`config.mk`:
```
export PLATFORM = sky130hd
export DESIGN_NAME = pale_ctrl
export DESIGN_NICKNAME = d
export VERILOG_FILES = /design/src/rtl/positional_array_list_engine_top_assert.svh /design/src/rtl/pale_pkg.sv /design/src/rtl/pale_ctrl.sv
export SDC_FILE = /design/constraint.sdc
export NUM_CORES = 1
export LEC_CHECK = 0
export BUFFER_PORTS_ARGS = -buffer_cell sky130_fd_sc_hd__buf_2
export CAP_MARGIN = 10
export CORE_AREA = 5 5 42 44
export CTS_CLUSTER_DIAMETER = 50
export DETAILED_ROUTE_END_ITERATION = 10
export DIE_AREA = 0 0 47 49
export PLACE_DENSITY = 0.7
export SLEW_MARGIN = 40
export SYNTH_ARGS = -nofsm -noshare
export SYNTH_HDL_FRONTEND = slang
export SYNTH_SLANG_ARGS = --single-unit
```
`constraint.sdc`:
```
create_clock -name clk -period 3.35 [get_ports clk]
set_input_delay 0.5025 -clock clk [delete_from_list [all_inputs] [get_ports clk]]
set_output_delay 0.5025 -clock clk [all_outputs]
set_load 0.02 [all_outputs]
```
`src/rtl/positional_array_list_engine_top_assert.svh`:
```
// Assertion macros for the positional array list engine.
// Each macro expects clk and rst_n in the scope where it is used.
`ifndef POSITIONAL_ARRAY_LIST_ENGINE_TOP_ASSERT_SVH
`define POSITIONAL_ARRAY_LIST_ENGINE_TOP_ASSERT_SVH

// The consequent must hold in the same cycle as the antecedent.
`define PALE_ASSERT_NOW(label, ante, cons, msg) \
  label: assert property (@(posedge clk) disable iff (!rst_n) (ante) |-> (cons)) \
    else $error(msg);

// The consequent must hold in the cycle after the antecedent.
`define PALE_ASSERT_NEXT(label, ante, cons, msg) \
  label: assert property (@(posedge clk) disable iff (!rst_n) (ante) |=> (cons)) \
    else $error(msg);

`endif

```
`src/rtl/pale_pkg.sv`:
```
package pale_pkg;

  // Default storage geometry.
  localparam int DEPTH_DEF = 1024;
  localparam int WIDTH_DEF = 32;

  // Fixed field widths of the beats.
  localparam int FUNC_W    = 2;
  localparam int POS_W     = 10;
  localparam int VAL_W     = 32;
  localparam int STAT_W    = 2;
  localparam int CNT_OUT_W = 11;

  // Operation codes.
  typedef enum logic [FUNC_W-1:0] {
    FN_INSERT = 2'd0,
    FN_DELETE = 2'd1,
    FN_LOCATE = 2'd2,
    FN_GET    = 2'd3
  } func_t;

  // Result status codes.
  typedef enum logic [STAT_W-1:0] {
    ST_OK        = 2'd0,
    ST_FULL      = 2'd1,
    ST_BAD_POS   = 2'd2,
    ST_NOT_FOUND = 2'd3
  } stat_t;

  // Controller states.
  typedef enum logic [2:0] {
    S_IDLE,
    S_CHECK,
    S_INS_SHIFT,
    S_INS_PUT,
    S_DEL_SHIFT,
    S_LOC_SCAN,
    S_GET_SCAN,
    S_DONE
  } state_t;

  // Commands from the controller to the datapath.
  typedef struct packed {
    logic  load;
    logic  init_ins;
    logic  init_del;
    logic  init_loc;
    logic  init_get;
    logic  issue;
    logic  wr_up;
    logic  wr_down;
    logic  wr_val;
    logic  set_status;
    stat_t status;
    logic  cap_idx;
    logic  cap_rdv;
    logic  cnt_inc;
    logic  cnt_dec;
    logic  push;
  } cmd_t;

  // Status from the datapath to the controller.
  typedef struct packed {
    func_t func;
    logic  full;
    logic  pos_gt_cnt;
    logic  pos_ge_cnt;
    logic  rem_zero;
    logic  pend;
    logic  match;
    logic  out_free;
  } sts_t;

endpackage

```
`src/rtl/pale_ctrl.sv`:
```
module pale_ctrl (
  input  logic             clk,
  input  logic             rst_n,
  input  logic             in_valid,
  output logic             in_ready,
  input  pale_pkg::sts_t   sts,
  output pale_pkg::cmd_t   cmd
);

  pale_pkg::state_t state_r;
  pale_pkg::state_t state_nxt;

  // State register.
  always_ff @(posedge clk) begin
    if (!rst_n) begin
      state_r <= pale_pkg::S_IDLE;
    end else begin
      state_r <= state_nxt;
    end
  end

  // Next-state logic.
  always_comb begin
    state_nxt = state_r;
    case (state_r)
      pale_pkg::S_IDLE: begin
        if (in_valid) state_nxt = pale_pkg::S_CHECK;
      end
      pale_pkg::S_CHECK: begin
        case (sts.func)
          pale_pkg::FN_INSERT: begin
            if (sts.full || sts.pos_gt_cnt) state_nxt = pale_pkg::S_DONE;
            else state_nxt = pale_pkg::S_INS_SHIFT;
          end
          pale_pkg::FN_DELETE: begin
            if (sts.pos_ge_cnt) state_nxt = pale_pkg::S_DONE;
            else state_nxt = pale_pkg::S_DEL_SHIFT;
          end
          pale_pkg::FN_LOCATE: begin
            state_nxt = pale_pkg::S_LOC_SCAN;
          end
          default: begin
            if (sts.pos_ge_cnt) state_nxt = pale_pkg::S_DONE;
            else state_nxt = pale_pkg::S_GET_SCAN;
          end
        endcase
      end
      pale_pkg::S_INS_SHIFT: begin
        if (sts.rem_zero && !sts.pend) state_nxt = pale_pkg::S_INS_PUT;
      end
      pale_pkg::S_INS_PUT: begin
        state_nxt = pale_pkg::S_DONE;
      end
      pale_pkg::S_DEL_SHIFT: begin
        if (sts.rem_zero && !sts.pend) state_nxt = pale_pkg::S_DONE;
      end
      pale_pkg::S_LOC_SCAN: begin
        if ((sts.pend && sts.match) || (sts.rem_zero && !sts.pend)) begin
          state_nxt = pale_pkg::S_DONE;
        end
      end
      pale_pkg::S_GET_SCAN: begin
        if (sts.pend) state_nxt = pale_pkg::S_DONE;
      end
      pale_pkg::S_DONE: begin
        if (sts.out_free) state_nxt = pale_pkg::S_IDLE;
      end
      default: begin
        state_nxt = pale_pkg::S_IDLE;
      end
    endcase
  end

  // Command outputs.
  always_comb begin
    cmd      = '0;
    in_ready = 1'b0;
    case (state_r)
      pale_pkg::S_IDLE: begin
        in_ready = 1'b1;
        cmd.load = in_valid;
      end
      pale_pkg::S_CHECK: begin
        case (sts.func)
          pale_pkg::FN_INSERT: begin
            if (sts.full) begin
              cmd.set_status = 1'b1;
              cmd.status     = pale_pkg::ST_FULL;
            end else if (sts.pos_gt_cnt) begin
              cmd.set_status = 1'b1;
              cmd.status     = pale_pkg::ST_BAD_POS;
            end else begin
              cmd.init_ins = 1'b1;
            end
          end
          pale_pkg::FN_DELETE: begin
            if (sts.pos_ge_cnt) begin
              cmd.set_status = 1'b1;
              cmd.status     = pale_pkg::ST_BAD_POS;
            end else begin
              cmd.init_del = 1'b1;
            end
          end
          pale_pkg::FN_LOCATE: begin
            // Assume a miss until a matching entry shows up.
            cmd.init_loc   = 1'b1;
            cmd.set_status = 1'b1;
            cmd.status     = pale_pkg::ST_NOT_FOUND;
          end
          default: begin
            if (sts.pos_ge_cnt) begin
              cmd.set_status = 1'b1;
              cmd.status     = pale_pkg::ST_BAD_POS;
            end else begin
              cmd.init_get = 1'b1;
            end
          end
        endcase
      end
      pale_pkg::S_INS_SHIFT: begin
        // Read one entry per cycle and write it one slot higher in the cycle after.
        cmd.issue = !sts.rem_zero;
        cmd.wr_up = sts.pend;
      end
      pale_pkg::S_INS_PUT: begin
        cmd.wr_val  = 1'b1;
        cmd.cnt_inc = 1'b1;
      end
      pale_pkg::S_DEL_SHIFT: begin
        // Read one entry per cycle and write it one slot lower in the cycle after.
        cmd.issue   = !sts.rem_zero;
        cmd.wr_down = sts.pend;
        cmd.cnt_dec = sts.rem_zero && !sts.pend;
      end
      pale_pkg::S_LOC_SCAN: begin
        cmd.issue = !sts.rem_zero && !(sts.pend && sts.match);
        if (sts.pend && sts.match) begin
          cmd.set_status = 1'b1;
          cmd.status     = pale_pkg::ST_OK;
          cmd.cap_idx    = 1'b1;
        end
      end
      pale_pkg::S_GET_SCAN: begin
        cmd.issue   = !sts.rem_zero;
        cmd.cap_rdv = sts.pend;
      end
      pale_pkg::S_DONE: begin
        cmd.push = sts.out_free;
      end
      default: begin
        cmd = '0;
      end
    endcase
  end

endmodule

```
[Word level (Yosys, flattened, before mapping)]
Cells that the tools add are included.
Storage, ports and cells
  memories: 0
  latch bits: 0
  word-level logic and storage cells: 64
  output and inout port bits: 18
  RAM bits: 0
  input port bits: 12
  memory bits (read-only): 0
  bits in registers: 3
Operators by class
  add/subtract/negate cells: 0
  reductions and logical operators: 13
  multipliers: 0
  bitwise operators: 0
  muxes and demuxes: 35
  equality and inequality tests: 15
  div/mod/pow operators: 0
  shift operators: 0
  order comparisons: 0
Operators with widths (count)
  two-way mux 3 bit: 10
  case mux 3 bit (8 select lines): 1
  two-way mux 1 bit: 17
  == test 3 bit (second input constant): 4
  inequality test 2 bit (second input constant): 6
  case mux 3 bit (2 select lines): 2
  case mux 3 bit (3 select lines): 1
  two-way mux 4 bit: 2
  == test 3 x 2 -> 1 bit (second input constant): 2
  AND reduction 6 bit: 1
  OR reduction 3 bit: 2
  == test 3 x 1 -> 1 bit (second input constant): 1
  logical AND 1 bit: 3
  logical NOT 1 bit: 3
  logical NOT 3 bit: 1
  == test 2 x 1 -> 1 bit (second input constant): 1
  == test 2 bit (second input constant): 1
  logical NOT 2 bit: 1
  logical OR 1 bit: 2
  two-way mux 2 bit: 1
  case mux 1 bit (2 select lines): 1

[Logic depth before layout (Yosys ltp)]
Gate-level depths: netlist of run 1.
  depth in word-level cells: 5
  gate-level depth with buffers: 6
  mapped depth without buffers: 6

[Least setup slack after synthesis of run 1]
No wires, ideal clock.
  path type: input to output
  from: in sts[7] in the netlist's numbering
  to: out cmd[7] in the netlist's numbering
  required time: 2.847 ns
  path buffers: 0
  stages on the path: 6
  arrival: 1.447 ns
  slack: 1.401 ns
  cell sequence: inv_1 ha_1 inv_2 or3_1 a21oi_1 o22ai_1
RTL lines
  start, declared: RTL line pale_ctrl.sv:6  | input pale_pkg::sts_t sts,
  end, declared: RTL line pale_ctrl.sv:7  | output pale_pkg::cmd_t cmd

==> summary.md, run 1 <==
| Metric | Value |
|---|---|
| Gr ovfl total | 0 |
| Startpoint type of the worst setup path | primary input |
| Routed via count | 597 |
| Largest regs | state_r: 3 flops |
| Main combinational cell family by area after synthesis | simple AND/OR/NAND/NOR gates |
| Drt first pass iters | 4 |
| Die Y | 49 µm |
| Rel. slew slack | 72.1% |
| Static leakage | 0.000337 µW |
| Number of diodes | 0 |
| Post-synthesis sequential area ratio | 12.6% |
| Worst Tran Pin Value | 418 ps |
| Setup bufs post-CTS | 0 |
| Port buffer count | 29 |
| Mapped Nets | 85 |
| Starting density of the core | 34.0% |
| Core area | 0.00140 mm² |
| Fin Setup TNS | 0 ps |
| I/O pins | 30 |
| Syn Inst Count | 69 |
| Max-slew violations | 0 |
| Post_cts resized | 0 |
| RSZ-0062 raised after global routing | false |
| Std-Cell Rows | 14 |
| DRC violations left | 0 |
| Area growth, synth to finish | 33.6% |
| Max reg flops | 3 |
| Sink Count | 3 |
| Vias in the first global route | 497 |
| Critical Path RT | 2850 ps |
| Mux contribution to synthesized area | 0% |
| Placed cell area | 611 µm² |
| Clock skew | 4.48 ps |
| Worst hold path type | in -> reg |
| Minimum clock period | 2200 ps |
| DR iter-0 viols | 12 |
| Top FF cell, synth | dfxtp_1 |
| Clock Path Buffers | 2 |
| Simple-gate area share of the yosys netlist | 39.4% |
| First-pass GRT wire length | 1980 µm |
| Hold slack final | 544 ps |
| Setup CP Type | in -> out |
| # hold bufs at CTS | 0 |
| Pwr dens | 645 mW/mm² |
| Post-synthesis adder-cell area fraction | 10.5% |
| CP max FO | 6 |
| Clock Latency Late Sink | 240 ps |
| Syn Area/Cell | 6.91 µm² |
| Global Route Usage Sum | 11.5% |
| Critical Path End Type | output pin |
| Initial antenna violation count | 0 |
| Final setup margin | 1150 ps |
| Largest net degree at the start of global routing | 14 |
| Top reg by flops | state_r |
| Crit path DAT | 1700 ps |
| Final HPWL DP | 993 µm |
| Compound-gate portion of the synthesized area | 26.2% |
| Die X | 47 µm |
| CTS buffer count | 3 |
| Final worst-path cycle share | 65.7% |
| CTS tree | built |
| Clock Tree Root | clkbuf_4 |
| CTS H-tree lvls | 1 |
| Max_cap viols | 0 |
| Asr flop ratio synth | 0% |
| Netlist cell types | 34 |
| Layout cells sized above 1 | 39.8% |
| Ys Warns | 0 |
| XOR/XNOR Fraction of Synth Area | 0% |
| Outcome | completed |
| Post-route cell area | 637 µm² |
| Fin nets | 115 |
| Final Hold Vio Count | 0 |
| CTS clk-pin slew, worst paths | 40 ps |
| Post-synth EDFFs | 0 |
| Max VDD drop | 0.000285 V |
| DP Worst Slack | 1150 ps |
| Highest clock rate | 0.454 GHz |
| Die area | 0.00230 mm² |
| Post-DRT Antenna Nets | 0 |
| Routed wire length | 1270 µm |
| Synth Register Bits | 3 |
| WL per Instance | 11.1 µm |
| Core Util, Final | 45.4% |
| Synthesized area | 477 µm² |
| Via/cell ratio | 5.24 |
| Placer Congestion | 0.794 |
| Final setup violation count | 0 |
path summary, 6_finish.rpt:
kind | startpoint | to | slack, ps | cells past startpoint
hold / removal | rst_n | state_r[0] | 540 | 2
setup reg to reg | state_r[1] | state_r[0] | 2060 | 4
setup / recovery | sts[7] | cmd[7] | 1150 | 8
hold reg to reg | state_r[0] | state_r[2] | 670 | 3
kinds of logic (layout without fill, tap and decap cells):
group                      Yosys count  count (layout)
and+or+nand+nor                     34              34
AOI/OAI and AO/OA                   18              18
buffers and inverters               10              39
adders and majority gates            4               4
DFF                                  3               3
where the power goes:
| group | total (µW) | internal, µW | leakage, µW | switching [µW] |
|---|---|---|---|---|
| Clock | 65.0 | 44.7 | 0.0000150 | 20.3 |
| Combinational | 254 | 95.6 | 0.000297 | 159 |
| Sequential | 91.0 | 51.2 | 0.0000249 | 39.8 |
| Total | 411 | 192 | 0.000337 | 219 |
worst max-delay path, stage by stage:
cell	delay, ps
buf_2	110
inv_1	70
ha_1	250
inv_2	50
or3_1	320
a21oi_1	140
o22ai_1	90
buf_2	160
cells in the mapped netlist, types with 2 or more instances:
library cell | number | area share [%]
nor3_1 | 4 | 4.2
ha_1 | 4 | 10
nor2_1 | 8 | 6.3
nand2b_1 | 2 | 2.6
nor3b_1 | 3 | 4.7
a21oi_1 | 7 | 7.3
o21ai_1 | 2 | 2.1
inv_2 | 2 | 1.6
inv_1 | 4 | 3.1
and3_1 | 2 | 2.6
buf_4 | 2 | 3.1
nand2_1 | 5 | 3.9
dfxtp_1 | 3 | 13
metal layers:
metal / global-route usage (%) / part of all wire [%] / up-vias
met4: 4.15 / 1.1 / 0
met2: 17.9 / 49 / 16
met5: 0 / 0 / -
met1: 13.6 / 42 / 273
met3: 4.80 / 7.7 / 2
li1: - / - / 306
cell usage in the layout (no fill, tap or decap), drive strengths merged, types with 2 or more instances in the layout:
| cell | n |
|---|---|
| buf | 29 |
| nor2 | 9 |
| a21oi | 7 |
| inv | 6 |
| nand2 | 5 |
| nor3 | 5 |
| ha | 4 |
| clkbuf | 4 |
| nor3b | 3 |
| dfxtp | 3 |
| o21ai | 3 |
| and3 | 2 |
| nand2b | 2 |
| or2 | 2 |
| o2111ai | 2 |
cell type report:
class | count | area (µm²)
Fill cell | 165 | 764
Sequential cell | 3 | 60.1
Tap cell | 16 | 20.0
Multi-Input combinational cell | 56 | 363
Clock buffer | 4 | 26.3
Timing Repair Buffer | 29 | 145
Inverter | 6 | 22.5
per-stage QoR:
step           instances  power [µW]
3_3_place_gp         110         345
6_report             114         411
4_1_cts              114         414
5_1_grt              114         447
3_5_place_dp         110         344
2_1_floorplan         69         288
Note: power is estimated with default switching activity, not from simulation.
==> run 2: changes to the inputs <==
--- a/config.mk
+++ b/config.mk
@@ -5,13 +5,14 @@
 export SDC_FILE = /design/constraint.sdc
 export NUM_CORES = 1
 export LEC_CHECK = 0
+export ABC_AREA = 1
 export BUFFER_PORTS_ARGS = -buffer_cell sky130_fd_sc_hd__buf_2
 export CAP_MARGIN = 10
-export CORE_AREA = 5 5 42 44
+export CORE_MARGIN = 5
+export CORE_UTILIZATION = 40
 export CTS_CLUSTER_DIAMETER = 50
 export DETAILED_ROUTE_END_ITERATION = 10
-export DIE_AREA = 0 0 47 49
-export PLACE_DENSITY = 0.7
+export PLACE_DENSITY = 0.75
 export SLEW_MARGIN = 40
 export SYNTH_ARGS = -nofsm -noshare
 export SYNTH_HDL_FRONTEND = slang
==> constraint.sdc (replaced) <==
create_clock -name clk -period 1.9 [get_ports clk]
set_input_delay 0.285 -clock clk [delete_from_list [all_inputs] [get_ports clk]]
set_output_delay 0.285 -clock clk [all_outputs]
set_load 0.02 [all_outputs]
==> summary.md, run 2 <==
| Metric | Value |
|---|---|
| Final setup margin | 229 ps |
| Starting density of the core | 41.3% |
| Syn Area/Cell | 5.91 µm² |
| Std-Cell Rows | 14 |
| DR iter-0 viols | 18 |
| Fin Setup TNS | 0 ps |
| Die Y | 49.2 µm |
| Number of diodes | 0 |
| Clock Latency Late Sink | 230 ps |
| Syn Inst Count | 104 |
| Crit path DAT | 1390 ps |
| Largest regs | state_r: 3 flops |
| Routed via count | 725 |
| Reg-to-reg critical path startpoint | state_r[1] |
| Most frequent cells in the layout | 29 x buf_2, 22 x nor2_1, 18 x nand2_1 |
| Fin nets | 153 |
| Core area | 0.00149 mm² |
| Synthesized area | 614 µm² |
| Max_cap viols | 0 |
| XOR/XNOR Fraction of Synth Area | 1.43% |
| Ys Warns | 0 |
| Worst hold path type | in -> reg |
| Setup CP Type | reg -> out |
| Post-Layout Cell Count | 152 |
| FF-to-FF path depth | 6 |
| Commonest non-fill, non-tap cell in the layout | buf_2 |
| CTS buffer count | 3 |
| # hold bufs at CTS | 0 |
| Pwr dens | 1220 mW/mm² |
| Top FF cell, synth | dfxtp_1 |
| CTS H-tree lvls | 1 |
| Core Util, Final | 52.9% |
| Max VDD drop | 0.000642 V |
| Global Route Usage Sum | 12.4% |
| Drt first pass iters | 4 |
| DP Worst Slack | 314 ps |
| Largest net degree at the start of global routing | 10 |
| Most common cell in the netlist | nor2_1 |
| Outcome | completed |
| Mux contribution to synthesized area | 0% |
| Post-DRT Antenna Nets | 0 |
| Port buffer count | 29 |
| Worst Tran Pin Value | 360 ps |
| R2r endpoint | state_r[2] |
| Top cells by area, synth | nor2_1 13%, nand2_1 11%, dfxtp_1 9.8% |
| Sink Count | 3 |
| Simple-gate area share of the yosys netlist | 54.6% |
| Clock skew | 7.19 ps |
| Clock Path Buffers | 2 |
| Routed wire length | 1480 µm |
| CP max FO | 6 |
| Die area | 0.00242 mm² |
| First-pass GRT wire length | 2530 µm |
| Area share of the largest cell type after synthesis | 13.4% |
| Final worst-path cycle share | 88.0% |
| Mapped Nets | 120 |
| Highest clock rate | 0.598 GHz |
| Post_cts resized | 0 |
| Main combinational cell family by area after synthesis | simple AND/OR/NAND/NOR gates |
| CTS tree | built |
| Post-synth top cells | 22 x nor2_1, 18 x nand2_1, 14 x inv_1 |
| Asr flop ratio synth | 0% |
| RSZ-0062 raised after global routing | false |
| I/O pins | 30 |
| Filler cell count | 157 |
| Hold Path Sink | state_r[0] |
| Slowest-stage cell, CP | dfxtp_1 |
| Critical Path End Type | output pin |
| Reg-to-reg setup timing slack | 480 ps |
| Static leakage | 0.000480 µW |
| Final setup violation count | 0 |
| Post-synthesis sequential area ratio | 9.78% |
| Hold Path Origin | rst_n |
| Post-synthesis adder-cell area fraction | 8.15% |
| Initial antenna violation count | 0 |
| CP cell instances | buf_4 -> nand2_1 -> nor2_1 -> buf_2 |
| Startpoint type of the worst setup path | register |
| Die X | 49.2 µm |
| Compound-gate portion of the synthesized area | 8.55% |
| Critical Path RT | 1620 ps |
| DRC violations left | 0 |
| Area leader, netlist | nor2_1 |
| Placed Instances | 148 |
| Max-slew violations | 0 |
| Minimum clock period | 1670 ps |
| Post-synth EDFFs | 0 |
| Setup bufs post-CTS | 0 |
| Final Hold Vio Count | 0 |
| Via/cell ratio | 4.77 |
| Area growth, synth to finish | 28.1% |
| Gr ovfl total | 0 |
| Max reg flops | 3 |
| Top reg by flops | state_r |
| Hold Path Cell Cnt | 3 |
| CTS clk-pin slew, worst paths | 40 ps |
| Rel. slew slack | 76.0% |
| WL per Instance | 9.72 µm |
| Netlist cell types | 25 |
| Vias in the first global route | 660 |
| Layout cells sized above 1 | 38.2% |
| Clock Tree Root | clkbuf_4 |
| Final HPWL DP | 1280 µm |
| Placer Congestion | 0.806 |
| Slowest cell delay on critical path | 530 ps |
| Synth Register Bits | 3 |
run 2: cell types whose count changed in the layout (fill, tap and decap cells not counted), moves of 4 or more:
cell     change
inv_1       +10
nor2_2       +5
nor2_1      +14
nand2_1     +13
nand3_1      +4
run 2: layer usage:
layer / track usage (%) / vias to the layer above / routed length (µm)
li1: - / 393 / -
met1: 14.2 / 311 / 636
met2: 21.2 / 21 / 743
met3: 3.36 / 0 / 98
met4: 5.38 / 0 / 0
met5: 0 / - / 0
run 2: critical path: cells and delay by family (launching register included):
family        cells  cell delay, ps
simple gates      2             230
flops             1             530
buf+inv           2             390
run 2: cell families after synthesis:
group | Yosys count
AND/OR/NAND/NOR | 66
buffers and inverters | 21
AO/OA/AOI/OAI | 9
adder cells (fa/ha/maj) | 4
flip-flops | 3
XOR/XNOR | 1
run 2: how the worst max path moves through the flow:
stage	depth (start not counted)	startpoint	slack (ps)	to
after floorplan	4	sts[7]	310	cmd[15]
after global placement	6	sts[7]	370	cmd[7]
after detailed placement	6	sts[7]	310	cmd[7]
after CTS	6	state_r[1]	210	cmd[6]
after global routing	6	state_r[1]	120	cmd[6]
final	4	state_r[1]	230	cmd[8]
run 2: cell type report:
class	count	area [µm²]	area share [%]
clock buffer	4	26.3	3.34
inverter	17	66.3	8.43
sequential	3	60.1	7.63
multi-input combinational	80	447	56.8
tap	16	20.0	2.54
timing repair buffer	32	168	21.3
run 2: through the flow:
stage	instance area, µm²	hold WS, ps	power (µW)
floorplan	614	405	715
global placement	761	532	842
detailed placement	761	533	850
CTS	787	284	967
global route	787	291	1050
finish	787	290	959
run 2: report_power, final:
part	total [µW]	internal [µW]	switching, µW	leakage (µW)
Clock	112	78.7	33.4	0.0000150
Combinational	697	262	435	0.000440
Sequential	150	89.8	60.3	0.0000250
Total	959	430	529	0.000480
==> run 3: changes to the inputs <==
--- a/config.mk
+++ b/config.mk
@@ -9,10 +9,11 @@
 export BUFFER_PORTS_ARGS = -buffer_cell sky130_fd_sc_hd__buf_2
 export CAP_MARGIN = 10
 export CORE_MARGIN = 5
-export CORE_UTILIZATION = 40
+export CORE_UTILIZATION = 42
+export CTS_BUF_LIST = sky130_fd_sc_hd__clkbuf_4
 export CTS_CLUSTER_DIAMETER = 50
 export DETAILED_ROUTE_END_ITERATION = 10
-export PLACE_DENSITY = 0.75
+export PLACE_DENSITY = 0.78
 export SLEW_MARGIN = 40
 export SYNTH_ARGS = -nofsm -noshare
 export SYNTH_HDL_FRONTEND = slang
==> summary.md, run 3 (synthesized netlist as in run 2, its figures left out) <==
| Metric | Value |
|---|---|
| CTS tree | built |
| Sink Count | 3 |
| Via/cell ratio | 5.04 |
| Max VDD drop | 0.000554 V |
| Top reg by flops | state_r |
| RSZ-0062 raised after global routing | false |
| Setup CP Type | reg -> out |
| CTS H-tree lvls | 1 |
| Hold Path Origin | rst_n |
| Final worst-path cycle share | 89.6% |
| Vias in the first global route | 653 |
| CP startpoint | state_r[0] |
| Max reg flops | 3 |
| Outcome | completed |
| Drt first pass iters | 4 |
| First-pass GRT wire length | 2440 µm |
| Setup bufs post-CTS | 0 |
| Final Hold Vio Count | 0 |
| Number of diodes | 0 |
| Final setup violation count | 0 |
| Most frequent cells in the layout | 29 x buf_2, 22 x nor2_1, 18 x nand2_1 |
| Max_cap viols | 0 |
| Worst hold path type | in -> reg |
| Core area | 0.00135 mm² |
| Die area | 0.00233 mm² |
| Final HPWL DP | 1400 µm |
| Startpoint type of the worst setup path | register |
| Clock Path Buffers | 2 |
| DR iter-0 viols | 26 |
| CTS buffer count | 3 |
| Post-DRT Antenna Nets | 0 |
| Reg-to-reg critical path startpoint | state_r[1] |
| Worst Tran Pin Value | 389 ps |
| Filler cell count | 157 |
| Routed via count | 761 |
| Starting density of the core | 45.5% |
| Clock Tree Root | clkbuf_4 |
| CP max FO | 7 |
| Post_cts resized | 0 |
| Die X | 48.2 µm |
| Highest clock rate | 0.587 GHz |
| Largest regs | state_r: 3 flops |
| Crit path DAT | 1420 ps |
| Largest net degree at the start of global routing | 10 |
| Commonest non-fill, non-tap cell in the layout | buf_2 |
| Pwr Total | 976 µW |
| Critical Path RT | 1620 ps |
| Max-slew violations | 0 |
| Fin Setup TNS | 0 ps |
| Clock skew | 5.83 ps |
| Clock Latency Late Sink | 240 ps |
| Initial antenna violation count | 0 |
| Port buffer count | 29 |
| Fin nets | 153 |
| CTS clk-pin slew, worst paths | 40 ps |
| Critical Path End Type | output pin |
| I/O pins | 30 |
| Multi-input gate area | 447 µm² |
| Rel. slew slack | 74.0% |
| Minimum clock period | 1700 ps |
| Layout cells sized above 1 | 39.0% |
| Register area | 60.1 µm² |
| Std-Cell Rows | 13 |
| DRC violations left | 0 |
| Static leakage | 0.000484 µW |
| Pwr dens | 1240 mW/mm² |
| Area growth, synth to finish | 28.5% |
| Routed wire length | 1590 µm |
| Placer Congestion | 0.807 |
| WL per Instance | 10.5 µm |
| Gr ovfl total | 0 |
| # hold bufs at CTS | 0 |
| Global Route Usage Sum | 14.3% |
| Die Y | 48.2 µm |
==> run 3: cell counts in the layout (fill, tap and decap cells not counted) <==
No cell type changed its count.
==> run 3: metrics by stage <==
step,hold slack (ps),util [%],cells,worst slack (ps),cell area (µm²)
floorplan,405,-,104,307,614
finish,297,58.5,151,197,790
global placement,535,56.3,147,369,759
detailed placement,543,56.3,147,315,759
global route,314,58.5,151,67.2,790
CTS,293,58.5,151,177,790
==> run 3: path summary, 6_finish.rpt <==
check | to | slack [ps] | cells past startpoint
hold reg to reg | state_r[1] | 690 | 2
setup reg to reg | state_r[0] | 480 | 8
setup / recovery | cmd[11] | 200 | 4
hold / removal | state_r[1] | 300 | 3
==> run 3: cell type report <==
cell class              instances  area share [%]
clock buffers                   4            3.80
inverters                      17            8.40
multi-input cells              80            56.6
flip-flops and latches          3            7.61
well taps                      15            2.38
repair buffers                 32            21.2
==> run 3: worst max-delay path, cell delays in order (launching register included) <==
cell	delay, ps
dfxtp_1	530
buf_4	210
nand4_1	120
a21oi_1	140
buf_2	180
==> run 3: power breakdown <==
| group | leakage, µW | switching (µW) | internal, µW |
|---|---|---|---|
| sequential | 0.0000250 | 65.3 | 89.8 |
| clock | 0.0000184 | 36.1 | 93.1 |
| combinational | 0.000440 | 430 | 262 |
==> run 3: per-layer routing <==
metal	up-vias	share of wire, %	GRT usage [%]	wire [µm]
li1	392	-	-	-
met1	341	41	15.7	651
met2	26	52	26.8	830
met3	2	6.3	3.32	100
met4	0	0.44	4.30	7
met5	-	0	0	0
